File: src/rtl/core/apfe_pkg.sv
`timescale 1ns / 1ps
`default_nettype none

package apfe_pkg;

  // default build settings
  localparam int MAX_SAMPLES_DEF = 128;
  localparam int ADC_BITS_DEF    = 12;

  // fixed field widths
  localparam int SAMPLE_W  = 12;
  localparam int COUNT_W   = 5;
  localparam int THRESH_W  = 12;
  localparam int INDEX_W   = 7;
  localparam int BASE_W    = 16;
  localparam int PROD_W    = 17;
  localparam int HEIGHT_W  = 18;
  localparam int CHARGE_W  = 24;
  localparam int PEAK_W    = 17;
  localparam int PEAK_OUT_W = 16;

  // configuration port
  localparam int CFG_INDEX_W = 8;
  localparam int CFG_DATA_W  = 12;
  localparam logic [CFG_INDEX_W-1:0] REG_BASELINE_COUNT  = 8'd0;
  localparam logic [CFG_INDEX_W-1:0] REG_PULSE_THRESHOLD = 8'd1;
  localparam logic [COUNT_W-1:0]  BASELINE_COUNT_RST  = 5'd6;
  localparam logic [THRESH_W-1:0] PULSE_THRESHOLD_RST = 12'd5;
  localparam logic [COUNT_W-1:0]  BASELINE_COUNT_MAX  = 5'd16;

  // stream data widths
  localparam int S_TDATA_W = 16;
  localparam int M_TDATA_W = 88;

  // decoupling queue
  localparam int QUEUE_DEPTH = 2;

  // what a sample means to the back end
  typedef enum logic [1:0] {
    KIND_SKIP,
    KIND_BASE,
    KIND_MEAS
  } sample_kind_t;

  // one classified sample between front and back
  typedef struct packed {
    sample_kind_t              kind;
    logic                      last;
    logic [INDEX_W-1:0]        index;
    logic [PROD_W-1:0]         prod;
    logic [PROD_W-1:0]         thresh;
    logic [BASE_W-1:0]         base;
  } queue_entry_t;

  // one waveform summary
  typedef struct packed {
    logic [CHARGE_W-1:0]   tail_charge_scaled;
    logic [PEAK_OUT_W-1:0] peak_scaled;
    logic [CHARGE_W-1:0]   charge_scaled;
    logic [BASE_W-1:0]     baseline_sum;
    logic [INDEX_W-1:0]    first_index;
    logic                  pulse_found;
  } pulse_result_t;

endpackage

`default_nettype wire

File: src/rtl/core/adc_pulse_feature_extractor_top.sv
// ADC pulse feature extractor.
// Slave stream: one raw ADC sample per transfer, tlast on the final sample of a
// waveform. The first baseline_count samples form the baseline sum; later
// samples are scaled by the count, baseline subtracted and checked against the
// threshold to find the first pulse sample, the charge, the peak and the
// negative tail charge.
// Master stream: one summary transfer per waveform, issued for the tlast sample.
// Config channel: index 0 baseline_count, index 1 pulse_threshold; cfg_ready is
// always high, write only between waveforms.
// Throughput: one sample per cycle while s_tready is high. The summary reaches
// the master side through the queue register, then the output register.
// A 2-entry queue sits between the classifying front end and the accumulating
// back end. While a summary waits in the output register on a stalled master
// side, the back end keeps taking samples; only the next tlast sample waits at
// the queue head, then the queue fills and s_tready drops.
// Reset (rst, synchronous): queue and output emptied, waveform state cleared,
// registers back to baseline_count 6, pulse_threshold 5.
`timescale 1ns / 1ps
`default_nettype none

module adc_pulse_feature_extractor_top #(
  parameter int MAX_SAMPLES = apfe_pkg::MAX_SAMPLES_DEF,
  parameter int ADC_BITS    = apfe_pkg::ADC_BITS_DEF
) (
  input  wire logic                                clk,
  input  wire logic                                rst,
  // adc_sample [11:0], zeros [15:12]
  input  wire logic [apfe_pkg::S_TDATA_W-1:0]      s_axis_tdata,
  input  wire logic                                s_axis_tlast,
  input  wire logic                                s_axis_tvalid,
  output logic                                     s_axis_tready,
  // pulse_found [0], first_index [7:1], baseline_sum [23:8],
  // charge_scaled [47:24], peak_scaled [63:48], tail_charge_scaled [87:64]
  output logic [apfe_pkg::M_TDATA_W-1:0]           m_axis_tdata,
  output logic                                     m_axis_tvalid,
  input  wire logic                                m_axis_tready,
  input  wire logic                                cfg_valid,
  output logic                                     cfg_ready,
  input  wire logic [apfe_pkg::CFG_INDEX_W-1:0]    cfg_index,
  input  wire logic [apfe_pkg::CFG_DATA_W-1:0]     cfg_data
);

  logic [apfe_pkg::COUNT_W-1:0]   baseline_count;
  logic [apfe_pkg::THRESH_W-1:0]  pulse_threshold;

  apfe_pkg::queue_entry_t         front_entry;
  apfe_pkg::queue_entry_t         head;
  apfe_pkg::pulse_result_t        result;
  apfe_pkg::pulse_result_t        out_result;
  logic                           in_accept;
  logic                           queue_full;
  logic                           queue_avail;
  logic                           pop;
  logic                           result_load;

  // configuration registers
  assign cfg_ready = 1'b1;

  always_ff @(posedge clk) begin
    if (rst) begin
      baseline_count  <= apfe_pkg::BASELINE_COUNT_RST;
      pulse_threshold <= apfe_pkg::PULSE_THRESHOLD_RST;
    end else if (cfg_valid) begin
      unique case (cfg_index)
        apfe_pkg::REG_BASELINE_COUNT:  baseline_count  <= cfg_data[apfe_pkg::COUNT_W-1:0];
        apfe_pkg::REG_PULSE_THRESHOLD: pulse_threshold <= cfg_data[apfe_pkg::THRESH_W-1:0];
        default: ;
      endcase
    end
  end

  // input transfer
  assign s_axis_tready = !queue_full;
  assign in_accept     = s_axis_tvalid && s_axis_tready;

  apfe_front #(
    .MAX_SAMPLES(MAX_SAMPLES),
    .ADC_BITS   (ADC_BITS)
  ) u_front (
    .clk            (clk),
    .rst            (rst),
    .accept         (in_accept),
    .adc_sample     (s_axis_tdata[apfe_pkg::SAMPLE_W-1:0]),
    .last_sample    (s_axis_tlast),
    .baseline_count (baseline_count),
    .pulse_threshold(pulse_threshold),
    .entry          (front_entry)
  );

  apfe_queue u_queue (
    .clk       (clk),
    .rst       (rst),
    .push      (in_accept),
    .push_entry(front_entry),
    .full      (queue_full),
    .pop       (pop),
    .head      (head),
    .not_empty (queue_avail)
  );

  // back end advances on plain samples, and on a last sample once the output
  // slot can take its summary
  assign pop = queue_avail && (!head.last || !m_axis_tvalid || m_axis_tready);

  apfe_back u_back (
    .clk        (clk),
    .rst        (rst),
    .pop        (pop),
    .head       (head),
    .result     (result),
    .result_load(result_load)
  );

  // output register
  always_ff @(posedge clk) begin
    if (rst) begin
      m_axis_tvalid <= 1'b0;
    end else if (result_load) begin
      m_axis_tvalid <= 1'b1;
    end else if (m_axis_tready) begin
      m_axis_tvalid <= 1'b0;
    end
  end

  always_ff @(posedge clk) begin
    if (result_load) begin
      out_result <= result;
    end
  end

  assign m_axis_tdata = out_result;

endmodule

`default_nettype wire

File: src/rtl/core/apfe_front.sv
`timescale 1ns / 1ps
`default_nettype none

module apfe_front #(
  parameter int MAX_SAMPLES = apfe_pkg::MAX_SAMPLES_DEF,
  parameter int ADC_BITS    = apfe_pkg::ADC_BITS_DEF
) (
  input  wire logic                             clk,
  input  wire logic                             rst,
  input  wire logic                             accept,
  input  wire logic [apfe_pkg::SAMPLE_W-1:0]    adc_sample,
  input  wire logic                             last_sample,
  input  wire logic [apfe_pkg::COUNT_W-1:0]     baseline_count,
  input  wire logic [apfe_pkg::THRESH_W-1:0]    pulse_threshold,
  output apfe_pkg::queue_entry_t                entry
);

  localparam int IDX_W = $clog2(MAX_SAMPLES + 1);
  localparam int CMP_W = (IDX_W > apfe_pkg::COUNT_W) ? IDX_W : apfe_pkg::COUNT_W;
  localparam int SMP_W = (ADC_BITS < apfe_pkg::SAMPLE_W) ? ADC_BITS : apfe_pkg::SAMPLE_W;

  logic [IDX_W-1:0]                  sample_index;
  logic [apfe_pkg::BASE_W-1:0]       base_acc;
  logic [apfe_pkg::SAMPLE_W-1:0]     sample;
  logic [apfe_pkg::COUNT_W-1:0]      count_eff;
  logic                              in_range;
  logic                              is_base;
  logic [apfe_pkg::BASE_W:0]         base_sum;
  logic [apfe_pkg::BASE_W-1:0]       base_sat;

  // keep only the converter bits
  assign sample = apfe_pkg::SAMPLE_W'(adc_sample[SMP_W-1:0]);

  // baseline count clamped to 1..16
  always_comb begin
    if (baseline_count == '0) begin
      count_eff = apfe_pkg::COUNT_W'(1);
    end else if (baseline_count > apfe_pkg::BASELINE_COUNT_MAX) begin
      count_eff = apfe_pkg::BASELINE_COUNT_MAX;
    end else begin
      count_eff = baseline_count;
    end
  end

  // classify by position in the waveform
  assign in_range = CMP_W'(sample_index) < CMP_W'(MAX_SAMPLES);
  assign is_base  = CMP_W'(sample_index) < CMP_W'(count_eff);

  // saturating baseline sum
  assign base_sum = {1'b0, base_acc} + (apfe_pkg::BASE_W + 1)'(sample);
  assign base_sat = base_sum[apfe_pkg::BASE_W] ? '1 : base_sum[apfe_pkg::BASE_W-1:0];

  // entry handed to the back end
  always_comb begin
    entry.last   = last_sample;
    entry.index  = apfe_pkg::INDEX_W'(sample_index);
    entry.prod   = apfe_pkg::PROD_W'(sample) * apfe_pkg::PROD_W'(count_eff);
    entry.thresh = apfe_pkg::PROD_W'(pulse_threshold) * apfe_pkg::PROD_W'(count_eff);
    if (!in_range) begin
      entry.kind = apfe_pkg::KIND_SKIP;
      entry.base = base_acc;
    end else if (is_base) begin
      entry.kind = apfe_pkg::KIND_BASE;
      entry.base = base_sat;
    end else begin
      entry.kind = apfe_pkg::KIND_MEAS;
      entry.base = base_acc;
    end
  end

  // position and baseline, cleared at the end of each waveform
  always_ff @(posedge clk) begin
    if (rst) begin
      sample_index <= '0;
      base_acc     <= '0;
    end else if (accept) begin
      if (last_sample) begin
        sample_index <= '0;
        base_acc     <= '0;
      end else if (in_range) begin
        sample_index <= sample_index + IDX_W'(1);
        if (is_base) begin
          base_acc <= base_sat;
        end
      end
    end
  end

endmodule

`default_nettype wire

File: src/rtl/core/apfe_queue.sv
`timescale 1ns / 1ps
`default_nettype none

module apfe_queue (
  input  wire logic                   clk,
  input  wire logic                   rst,
  input  wire logic                   push,
  input  wire apfe_pkg::queue_entry_t push_entry,
  output logic                        full,
  input  wire logic                   pop,
  output apfe_pkg::queue_entry_t      head,
  output logic                        not_empty
);

  localparam int DEPTH = apfe_pkg::QUEUE_DEPTH;
  localparam int PTR_W = (DEPTH > 1) ? $clog2(DEPTH) : 1;
  localparam int CNT_W = $clog2(DEPTH + 1);

  apfe_pkg::queue_entry_t slots [DEPTH];
  logic [PTR_W-1:0] wr_ptr;
  logic [PTR_W-1:0] rd_ptr;
  logic [CNT_W-1:0] fill;

  assign full      = fill == CNT_W'(DEPTH);
  assign not_empty = fill != '0;
  assign head      = slots[rd_ptr];

  // entry storage
  always_ff @(posedge clk) begin
    if (push) begin
      slots[wr_ptr] <= push_entry;
    end
  end

  // pointers and fill level
  always_ff @(posedge clk) begin
    if (rst) begin
      wr_ptr <= '0;
      rd_ptr <= '0;
      fill   <= '0;
    end else begin
      if (push) begin
        wr_ptr <= (wr_ptr == PTR_W'(DEPTH - 1)) ? '0 : wr_ptr + PTR_W'(1);
      end
      if (pop) begin
        rd_ptr <= (rd_ptr == PTR_W'(DEPTH - 1)) ? '0 : rd_ptr + PTR_W'(1);
      end
      if (push && !pop) begin
        fill <= fill + CNT_W'(1);
      end else if (pop && !push) begin
        fill <= fill - CNT_W'(1);
      end
    end
  end

endmodule

`default_nettype wire

File: src/rtl/core/apfe_back.sv
`timescale 1ns / 1ps
`default_nettype none

module apfe_back (
  input  wire logic                   clk,
  input  wire logic                   rst,
  input  wire logic                   pop,
  input  wire apfe_pkg::queue_entry_t head,
  output apfe_pkg::pulse_result_t     result,
  output logic                        result_load
);

  localparam int CW = apfe_pkg::CHARGE_W;
  localparam int PW = apfe_pkg::PEAK_W;
  localparam int HW = apfe_pkg::HEIGHT_W;

  logic [CW-1:0]                  charge_acc, charge_acc_next;
  logic [CW-1:0]                  tail_acc, tail_acc_next;
  logic [PW-1:0]                  peak_reg, peak_reg_next;
  logic                           tail_active, tail_active_next;
  logic                           found_flag, found_flag_next;
  logic [apfe_pkg::INDEX_W-1:0]   first_reg, first_reg_next;

  logic signed [HW-1:0]           height;
  logic                           is_pulse;
  logic                           is_neg;
  logic [PW-1:0]                  h_pos;
  logic [PW-1:0]                  h_mag;
  logic [CW:0]                    charge_sum;
  logic [CW:0]                    tail_sum;

  // scaled height and its classification
  assign height   = $signed({1'b0, head.prod}) - $signed(HW'(head.base));
  assign is_pulse = height > $signed({1'b0, head.thresh});
  assign is_neg   = height[HW-1];
  assign h_pos    = height[PW-1:0];
  assign h_mag    = PW'(-height);

  assign charge_sum = {1'b0, charge_acc} + (CW + 1)'(h_pos);
  assign tail_sum   = {1'b0, tail_acc} + (CW + 1)'(h_mag);

  // feature update for one sample
  always_comb begin
    charge_acc_next  = charge_acc;
    tail_acc_next    = tail_acc;
    peak_reg_next    = peak_reg;
    tail_active_next = tail_active;
    found_flag_next  = found_flag;
    first_reg_next   = first_reg;
    if (pop && head.kind == apfe_pkg::KIND_MEAS) begin
      if (is_pulse) begin
        if (!tail_active) begin
          if (!found_flag) begin
            found_flag_next = 1'b1;
            first_reg_next  = head.index;
          end
          charge_acc_next = charge_sum[CW] ? '1 : charge_sum[CW-1:0];
          if (h_pos > peak_reg) begin
            peak_reg_next = h_pos;
          end
        end
      end else if (is_neg) begin
        if (found_flag) begin
          tail_active_next = 1'b1;
          tail_acc_next    = tail_sum[CW] ? '1 : tail_sum[CW-1:0];
        end
      end
    end
  end

  // summary of the waveform on its last sample
  assign result_load = pop && head.last;

  always_comb begin
    result.pulse_found        = found_flag_next;
    result.first_index        = first_reg_next;
    result.baseline_sum       = head.base;
    result.charge_scaled      = charge_acc_next;
    result.peak_scaled        = peak_reg_next[PW-1] ? '1 : peak_reg_next[PW-2:0];
    result.tail_charge_scaled = tail_acc_next;
  end

  // feature state, cleared after each waveform
  always_ff @(posedge clk) begin
    if (rst || result_load) begin
      charge_acc  <= '0;
      tail_acc    <= '0;
      peak_reg    <= '0;
      tail_active <= 1'b0;
      found_flag  <= 1'b0;
      first_reg   <= '0;
    end else begin
      charge_acc  <= charge_acc_next;
      tail_acc    <= tail_acc_next;
      peak_reg    <= peak_reg_next;
      tail_active <= tail_active_next;
      found_flag  <= found_flag_next;
      first_reg   <= first_reg_next;
    end
  end

endmodule

`default_nettype wire

File: config.mk
export PLATFORM = sky130hd
export DESIGN_NAME = adc_pulse_feature_extractor_top
export DESIGN_NICKNAME = d
export VERILOG_FILES = /design/src/rtl/core/apfe_pkg.sv /design/src/rtl/core/adc_pulse_feature_extractor_top.sv /design/src/rtl/core/apfe_front.sv /design/src/rtl/core/apfe_queue.sv /design/src/rtl/core/apfe_back.sv
export SDC_FILE = /design/constraint.sdc
export NUM_CORES = 1
export LEC_CHECK = 0
export BUFFER_PORTS_ARGS = -buffer_cell sky130_fd_sc_hd__buf_2
export CORE_UTILIZATION = 40
export CTS_CLUSTER_SIZE = 16
export DETAILED_ROUTE_END_ITERATION = 8
export HOLD_SLACK_MARGIN = 0.02
export PLACE_DENSITY = 0.54
export SETUP_SLACK_MARGIN = 0.1
export SLEW_MARGIN = 25
export SYNTH_ARGS = -nofsm -noshare
export SYNTH_HDL_FRONTEND = slang
export SYNTH_SLANG_ARGS = --single-unit
File: constraint.sdc
create_clock -name clk -period 10.4 [get_ports clk]
set_input_delay 0.52 -clock clk [delete_from_list [all_inputs] [get_ports clk]]
set_output_delay 0.52 -clock clk [all_outputs]
set_load 0.05 [all_outputs]
## Word level (Yosys, flattened, before mapping)

Memory sizes are Yosys's and may differ from the RTL's. A register that Yosys moved wholly into a read port is not among the register bits.
Index checks and enable logic that the tools add are counted.

- Register bits: 208
- Output and inout port bits: 91
- Memory bits (writable): 120
- Bits of input ports: 42
- Memories kept: 1

Memories:

| memory | depth | width | rd ports | clocked after Yosys merged registers in | write ports | RTL line | text |
|---|---|---|---|---|---|---|---|
| u_queue.slots | 2 | 60 | 1 | 1 | 1 | apfe_queue.sv:19 | `apfe_pkg::queue_entry_t slots [DEPTH];` |

- Add/subtract/negate cells: 10
- Reductions and logical operators: 24
- Magnitude comparators: 5
- Multiplexer cells: 40
- $mul: 2
- Eq/ne operators: 3
- Bitwise gates (word level): 1

Operator list:

| kind | count |
|---|---|
| 24-bit two-way mux | 9 |
| 17-bit two-way mux | 4 |
| 16-bit two-way mux | 4 |
| 24-bit by 17-bit adder with 25-bit output | 2 |
| 12-bit by 5-bit multiplier with 17-bit output | 2 |
| 7-bit two-way mux | 4 |
| 18-bit greater-than comparator | 1 |
| 17-bit by 16-bit subtractor with 18-bit output | 1 |
| 16-bit by 12-bit adder with 17-bit output | 1 |
| 17-bit greater-than comparator | 1 |
| 17-bit negation | 1 |
| 8-bit two-way mux | 2 |
| 1-bit two-way mux | 11 |
| 5-bit two-way mux | 2 |
| 8-bit by 1-bit adder with 8-bit output (second input constant) | 1 |
| 8-bit by 1-bit == test with 1-bit output (second input constant) | 1 |
| 8-bit zero test | 1 |
| 8-bit by 5-bit less-than comparator with 1-bit output | 1 |
| 8-bit less-than comparator (second input constant) | 1 |
| 2-bit two-way mux | 4 |
| 2-bit nonzero test | 4 |
| 1-bit logical AND | 6 |
| 2-bit AND reduction | 3 |
| 5-bit greater-than comparator (second input constant) | 1 |
| other kinds (9) | 17 |

## Depth between registers and ports, before layout

Gate-level depths: netlist of run 1.

- Word-level depth: 8
- Gate-level depth with buffers: 27

## Hierarchy

Synthesis of run 1 repeated with hierarchy kept, for this count alone.

- Cell total of the unflattened synthesis: 1973
- Area total of the unflattened synthesis: 20628.5 sq um

By module, submodules not included:

| module | times used | cells an instance | area an instance (sq um) |
|---|---|---|---|
| apfe_back | 1 | 850 | 6827.8 |
| apfe_front | 1 | 739 | 5791.8 |
| apfe_queue | 1 | 209 | 4524.3 |
| adc_pulse_feature_extractor_top | 1 | 175 | 3484.6 |

## Worst setup path after synthesis of run 1

OpenSTA, ideal clock, no wires.

- Path type: flip-flop to flip-flop
- Start point: reg (tool-made name)
- End point: reg out_result, in the netlist m_axis_tdata[79], data pin
- Buffers on the path: 5
- Cell stages (with the launch flop): 26
- Data required time: 10.143 ns
- Slack: 3.348 ns
- Setup time: 0.257 ns
- Period minus slack after synthesis: 7.052 ns
- Data arrival time: 6.795 ns
- Path through: dfxtp_1 > clkbuf_1 > clkbuf_1 > clkbuf_1 > clkbuf_1 > mux2i_1 > ha_1 > inv_1 > fa_1 > a21o_1 > a221oi_1 > o21ai_0 > xor2_1 > or4_4 > or3_4 > nor4_1 > xnor2_1 > ha_1 > inv_1 > o22a_1 > o41ai_1 > o41ai_1 > o21ai_1 > clkbuf_1 > a21oi_1 > nor2_1

RTL lines:

| item | RTL line | text |
|---|---|---|
| end signal, assigned | adc_pulse_feature_extractor_top.sv:127 | `out_result <= result;` |
| end, declared | adc_pulse_feature_extractor_top.sv:49 | `apfe_pkg::pulse_result_t out_result;` |

==> flow_summary.ini, run 1 <==
[outcome]
status = finished, final reports clean

[clock_network]
clk_pin_slew_ns = 0.06
cts_resized = 0
postCtsHoldBufs = 0
cts_sinks = 329
ctsRootBufferMaster = clkbuf_16
cts.path.max_buffers = 3
clk_latency_ns = 0.56
cts_tree = built
htree_levels = 2
cts_buffers = 38
cts_setup_buffers = 0

[layout]
largest_register = u_queue.slots
antenna_cells = 0
layout_common_cells = 208 x edfxtp_1, 149 x ha_1, 147 x inv_1
final_common_cell = edfxtp_1
area_delta_synth_final_pct = 14.2
finalNetCount = 2267
largest_reg_flops = 120
drive_above_1_share_pct = 15.0

[sta]
worst_pin_slew_ns = 1.03
finalMaxSlewViolations = 0
hold_violations = 0
clock_skew_ns = 0.0264
hold_slack_ns = 0.189
grt_setup_unrepaired = no
tns_ns = 0
fin_crit_ns = 7.55
setup_viol = 0
fmax_ghz = 0.132
slew_headroom_pct = 31.5
post-route-period-util_pct = 72.6

[grt]
gr-total-overflow = 0
grt_pass1_wl_um = 77200
grt_pass1_vias = 14251
grt_antenna_before_repair = 1
grt_max_degree = 66
globalRouteTotalUtil_pct = 19.2

[power_and_ir_drop]
switching_share_pct = 44.3
combinationalPowerShare_pct = 53.9
power_frac_seq_pct = 24.6
peakVddDrop_v = 0.000188
power_density_nw_per_um2 = 304
p_total_mw = 6.96
p_switching_mw = 3.08
clock_power_share_pct = 21.5
power_leakage_nw = 9.47
power.internal_mw = 3.87

[die]
dieArea_um2 = 51000
fp.dieW_um = 226
start_util_pct = 40.8
top_level_ports = 133
die_h_um = 226
rows = 81
fp.coreArea_um2 = 49200

[routing]
wire_per_inst_um = 17.9
drcViolationCount = 0
initialDrtViolationCount = 901
drtPass1Iterations = 5
wirelength_um = 48300
viasPerCell = 5.37
vias = 14537
ant_nets = 0

[setup_path]
rrSetupSlack_ns = 2.85
r2r_end = m_axis_tdata[38]
start_kind = flop
crit_arrival_ns = 7.85
crit_type = flop to flop
end_kind = flop
reg2reg_depth = 19
cp.required_ns = 10.70
crit_path_max_fanout = 58

[logic_synthesis]
synthAdderAreaFrac_pct = 15.7
async_flop_share_pct = 0
synth_top_family_by_area = adder cells
synth_mux_area_share_pct = 4.70
synth.distinct_cells = 81
yosys_warnings = 0
synth_edf_count = 208
synth-xor-area-share_pct = 4.02
synth_compound_area_share_pct = 14.7
syn_area_um2 = 20000
avgSynthCellArea_um2 = 10.6
ys_seq_area_share_pct = 43.3
ys_ff_latch = 329
synthCells = 1884
syn_nets = 2139
synth-simple-area-share_pct = 13.3
synth_ff_type = edfxtp_1

[worst_hold_path]
whs_path_depth = 2
min_from = cfg_data[1]
hold_path_class = input port to flop
min_to = baseline_count[1]

[placement]
hpwl_um = 35100
globalplace.congestion = 0.874
port-buffer-count = 127

[job]
drv_cap = 0
cell usage after synthesis, drive strengths merged (6+ instances only):
cell type | instances | share of area (%)
nand3 | 48 | 1.2
nor4 | 9 | 0.36
a31o | 6 | 0.26
a31oi | 15 | 0.47
a21oi | 109 | 2.7
and2 | 86 | 2.7
o22ai | 10 | 0.31
o21a | 15 | 0.56
edfxtp | 208 | 31
o22a | 32 | 1.4
and3 | 13 | 0.41
xnor2 | 62 | 2.7
a211o | 10 | 0.44
clkbuf | 45 | 0.84
a21o | 29 | 1.1
o32a | 16 | 0.80
nand3b | 11 | 0.41
or2 | 9 | 0.28
mux2i | 49 | 2.4
inv | 148 | 2.8
dfxtp | 121 | 12
or3 | 13 | 0.43
nor4b | 7 | 0.31
o21ai | 61 | 1.5
nand2 | 135 | 2.5
ha | 149 | 9.3
nand4 | 17 | 0.53
nor3 | 33 | 0.85
or4 | 7 | 0.28
fa | 64 | 6.4
o211ai | 7 | 0.26
a211oi | 23 | 0.86
xor2 | 30 | 1.3
a21boi | 6 | 0.22
mux2 | 40 | 2.2
o21bai | 11 | 0.41
o221a | 16 | 0.90
nor2 | 102 | 1.9
nand2b | 12 | 0.37
buf | 22 | 0.60
nor2b | 13 | 0.41
per-layer routing:
| layer | up-vias | global-route usage (%) | routed length, µm |
|---|---|---|---|
| li1 | 7132 | - | - |
| met1 | 7065 | 26.4 | 23300 |
| met2 | 273 | 31.5 | 22000 |
| met3 | 65 | 2.55 | 1800 |
| met4 | 2 | 5.84 | 1200 |
| met5 | - | 0 | 10 |
metrics by stage:
step,instance area [µm²],std cells,util [%],worst slack [ns]
6_report,22900,2706,46.6,2.85
5_1_grt,22900,2706,46.6,2.31
4_1_cts,22900,2705,46.5,2.79
3_5_place_dp,21500,2635,43.7,2.83
3_3_place_gp,21500,2635,43.6,2.84
2_1_floorplan,20000,1884,-,3.35
worst max path at each step:
stage	startpoint	end	cells after the start
finish	flop	m_axis_tdata[38]	19
global route	flop	m_axis_tdata[29]	19
CTS	flop	m_axis_tdata[38]	19
detailed placement	flop	m_axis_tdata[25]	19
global placement	flop	u_back.tail_acc[2]	20
floorplan	flop	m_axis_tdata[79]	25
cell type report:
type,instances,area (µm²)
Inverter,148,556
Multi-Input combinational cell,1340,10600
Clock buffer,45,1020
Sequential cell,329,8670
Fill cell,4616,26300
Clock inverter,25,387
Tap cell,664,831
Timing Repair Buffer,155,858
kinds of logic (layout without fill, tap and decap cells):
| kind of cell | count (synthesis) | count (layout) |
|---|---|---|
| buffers and inverters | 215 | 373 |
| AND/OR/NAND/NOR | 523 | 523 |
| XOR/XNOR | 92 | 92 |
| adder cells (fa/ha/maj) | 214 | 214 |
| AO/OA/AOI/OAI | 421 | 421 |
| multiplexers | 89 | 89 |
| other | 1 | 1 |
| flip-flops | 329 | 329 |
critical path: stages (launching register included):
cell       delay, ns
dfxtp_2         0.86
buf_4           0.58
mux2_2          0.40
ha_1            0.34
o21ai_0         0.10
a21oi_1         0.25
a41oi_1         0.35
a211oi_1        0.37
nor2_1          0.10
xnor2_1         0.70
ha_1            0.33
a211o_1         0.21
a2111oi_0       0.09
o311a_1         0.14
a211o_1         0.32
o221a_2         0.30
nor3_4          0.17
buf_4           0.53
nand2_1         0.71
o22a_1          0.40
power by group through the flow:
stage	Combinational (mW)	Sequential [mW]	Clock (mW)
finish	3.75	1.71	1.50
global route	4.12	1.73	1.58
CTS	3.77	1.71	1.53
detailed placement	3.75	1.74	0
global placement	3.69	1.73	0
floorplan	2.38	2.02	0
Note: power is estimated with default switching activity, not from simulation.
==> inputs of run 2 (changes only) <==
--- a/config.mk
+++ b/config.mk
@@ -10,7 +10,7 @@
 export CTS_CLUSTER_SIZE = 16
 export DETAILED_ROUTE_END_ITERATION = 8
 export HOLD_SLACK_MARGIN = 0.02
-export PLACE_DENSITY = 0.54
+export PLACE_DENSITY = 0.56
 export SETUP_SLACK_MARGIN = 0.1
 export SLEW_MARGIN = 25
 export SYNTH_ARGS = -nofsm -noshare
==> constraint.sdc (replaced) <==
create_clock -name clk -period 6.2 [get_ports clk]
set_input_delay 0.31 -clock clk [delete_from_list [all_inputs] [get_ports clk]]
set_output_delay 0.31 -clock clk [all_outputs]
set_load 0.05 [all_outputs]
==> run 2 against run 1 <==
Compared with the run above: clock skew increased by 0.011 ns; worst setup slack got worse by 2.5 ns; cell count increased by 1.3%; first-iteration DRC count decreased by 1.3%; sequential cell count unchanged; non-clock buffer count increased by 38; clock power increased by 40%; combinational power increased by 77%; sequential share of layout area decreased by 0.24 points; critical endpoint is now m_axis_tdata[46]; largest power group unchanged.
==> flow_summary.ini, run 2 (same netlist as run 1, synthesis figures left out) <==
[sta]
hold_violations = 0
fmax_ghz = 0.171
worst_pin_slew_ns = 0.879
fin_crit_ns = 5.84
grt_setup_unrepaired = no
clock_skew_ns = 0.0375
setup_viol = 0
tns_ns = 0
slew_headroom_pct = 41.2
fin_ws_ns = 0.360
finalMaxSlewViolations = 0
hold_slack_ns = 0.124
post-route-period-util_pct = 94.2

[clock_network]
clk_pin_slew_ns = 0.06
cts.path.max_buffers = 3
cts_buffers = 37
ctsRootBufferMaster = clkbuf_16
cts_tree = built
htree_levels = 2
clk_latency_ns = 0.55
cts_sinks = 329

[setup_path]
crit_type = flop to flop
start_kind = flop
crit_path_max_fanout = 12
end_kind = flop
crit_arrival_ns = 6.09
cp.required_ns = 6.45

[layout]
largest_register = u_queue.slots
finalNetCount = 2304
drive_above_1_share_pct = 15.9
design_area_um2 = 23000
post-route-util_pct = 46.9
final_common_cell = edfxtp_1
area_delta_synth_final_pct = 15.0
largest_reg_flops = 120
layout_common_cells = 208 x edfxtp_1, 148 x ha_1, 147 x inv_1
fillers = 4589

[worst_hold_path]
hold_path_class = input port to flop

[routing]
initialDrtViolationCount = 889
wirelength_um = 48900
drcViolationCount = 0
ant_nets = 0
drtPass1Iterations = 5
viasPerCell = 5.35
wire_per_inst_um = 17.8
vias = 14657

[die]
dieArea_um2 = 51000
fp.coreArea_um2 = 49200
rows = 81
fp.dieW_um = 226
top_level_ports = 133
die_h_um = 226
start_util_pct = 40.8

[grt]
grt_max_degree = 61
gr-total-overflow = 0
globalRouteTotalUtil_pct = 19.6
grt_antenna_before_repair = 1
grt_pass1_vias = 14572
grt_pass1_wl_um = 78500

[power_and_ir_drop]
power_leakage_nw = 9.56
power_density_nw_per_um2 = 503
peakVddDrop_v = 0.000394

[placement]
port-buffer-count = 127
place_area_um2 = 21700
pre_cts_ws_ns = 0.130
globalplace.congestion = 0.901
hpwl_um = 36500

[job]
drv_cap = 0

[outcome]
status = finished, final reports clean
-- run 2: cell types whose count changed in the layout (fill, tap and decap cells not counted), moves of 2 or more --
| cell | before | now |
|---|---|---|
| buf_4 | 27 | 53 |
| bufinv_16 | 9 | 2 |
| clkbuf_1 | 4 | 9 |
| clkinv_1 | 2 | 5 |
| clkinv_4 | 3 | 0 |
| dlygate4sd3_1 | 0 | 12 |
| mux2i_1 | 49 | 47 |
| mux2i_2 | 0 | 2 |
| o41ai_1 | 5 | 2 |
| o41ai_2 | 0 | 2 |
-- run 2: worst paths after layout --
| path | from | to | slack [ns] | depth (start not counted) |
|---|---|---|---|---|
| worst max-delay path | flop | m_axis_tdata[46] | 0.36 | 19 |
| worst min-delay path | m_axis_tready | m_axis_tvalid | 0.12 | 3 |
| worst max register to register | flop | m_axis_tdata[46] | 0.36 | 19 |
| worst min register to register | u_front.base_acc[8] | u_front.base_acc[8] | 0.49 | 2 |
-- run 2: metrics by stage --
stage | total power, mW | std cells
final | 11.6 | 2742
after global placement | 9.34 | 2661
after floorplan | 7.39 | 1884
after global routing | 12.4 | 2741
after CTS | 11.6 | 2741
after detailed placement | 9.44 | 2662
-- run 2: area by class of cell --
| cell class | count | area, µm² | share of cell area, % |
|---|---|---|---|
| Timing Repair Buffer | 193 | 1180 | 5.13 |
| Inverter | 148 | 556 | 2.41 |
| Clock inverter | 19 | 155 | 0.673 |
| Multi-Input combinational cell | 1340 | 10600 | 46.2 |
| Antenna cell | 1 | 2.50 | 0.0109 |
| Sequential cell | 329 | 8670 | 37.6 |
| Tap cell | 664 | 831 | 3.61 |
| Clock buffer | 48 | 998 | 4.33 |
-- run 2: timing repair --
item                                    in CTS  in global routing
hold endpoints to repair                    15                  0
resized for setup                            0                 13
setup buffers                                0                  0
endpoints found under the setup margin       0                 82
hold buffers                                12                  0
-- run 2: report_power, final --
group,switching [mW],internal (mW)
clock,0.877,1.23
sequential,0.105,2.74
combinational,4.26,2.39
-- run 2: metal layers --
layer / global-route usage, % / wire length (µm)
met1: 27.0 / 23500
met2: 31.8 / 22200
met3: 2.85 / 1940
met4: 5.53 / 1150
met5: 0 / 0
-- run 2: critical path, cell delays in order, from the launching register on --
cell and delay, ns:
dfxtp_4 0.42, buf_4 0.25, mux2i_1 0.43, ha_1 0.37, and3_1 0.25, a21boi_0 0.13, a41oi_1 0.27, nand2_1 0.13
xor2_1 0.45, buf_4 0.24, ha_1 0.28, a21o_1 0.21, or3_1 0.33, a2111oi_1 0.49, buf_4 0.20, o2bb2ai_1 0.12
and2_1 0.20, a311o_1 0.44, a41oi_1 0.28, a21oi_1 0.09
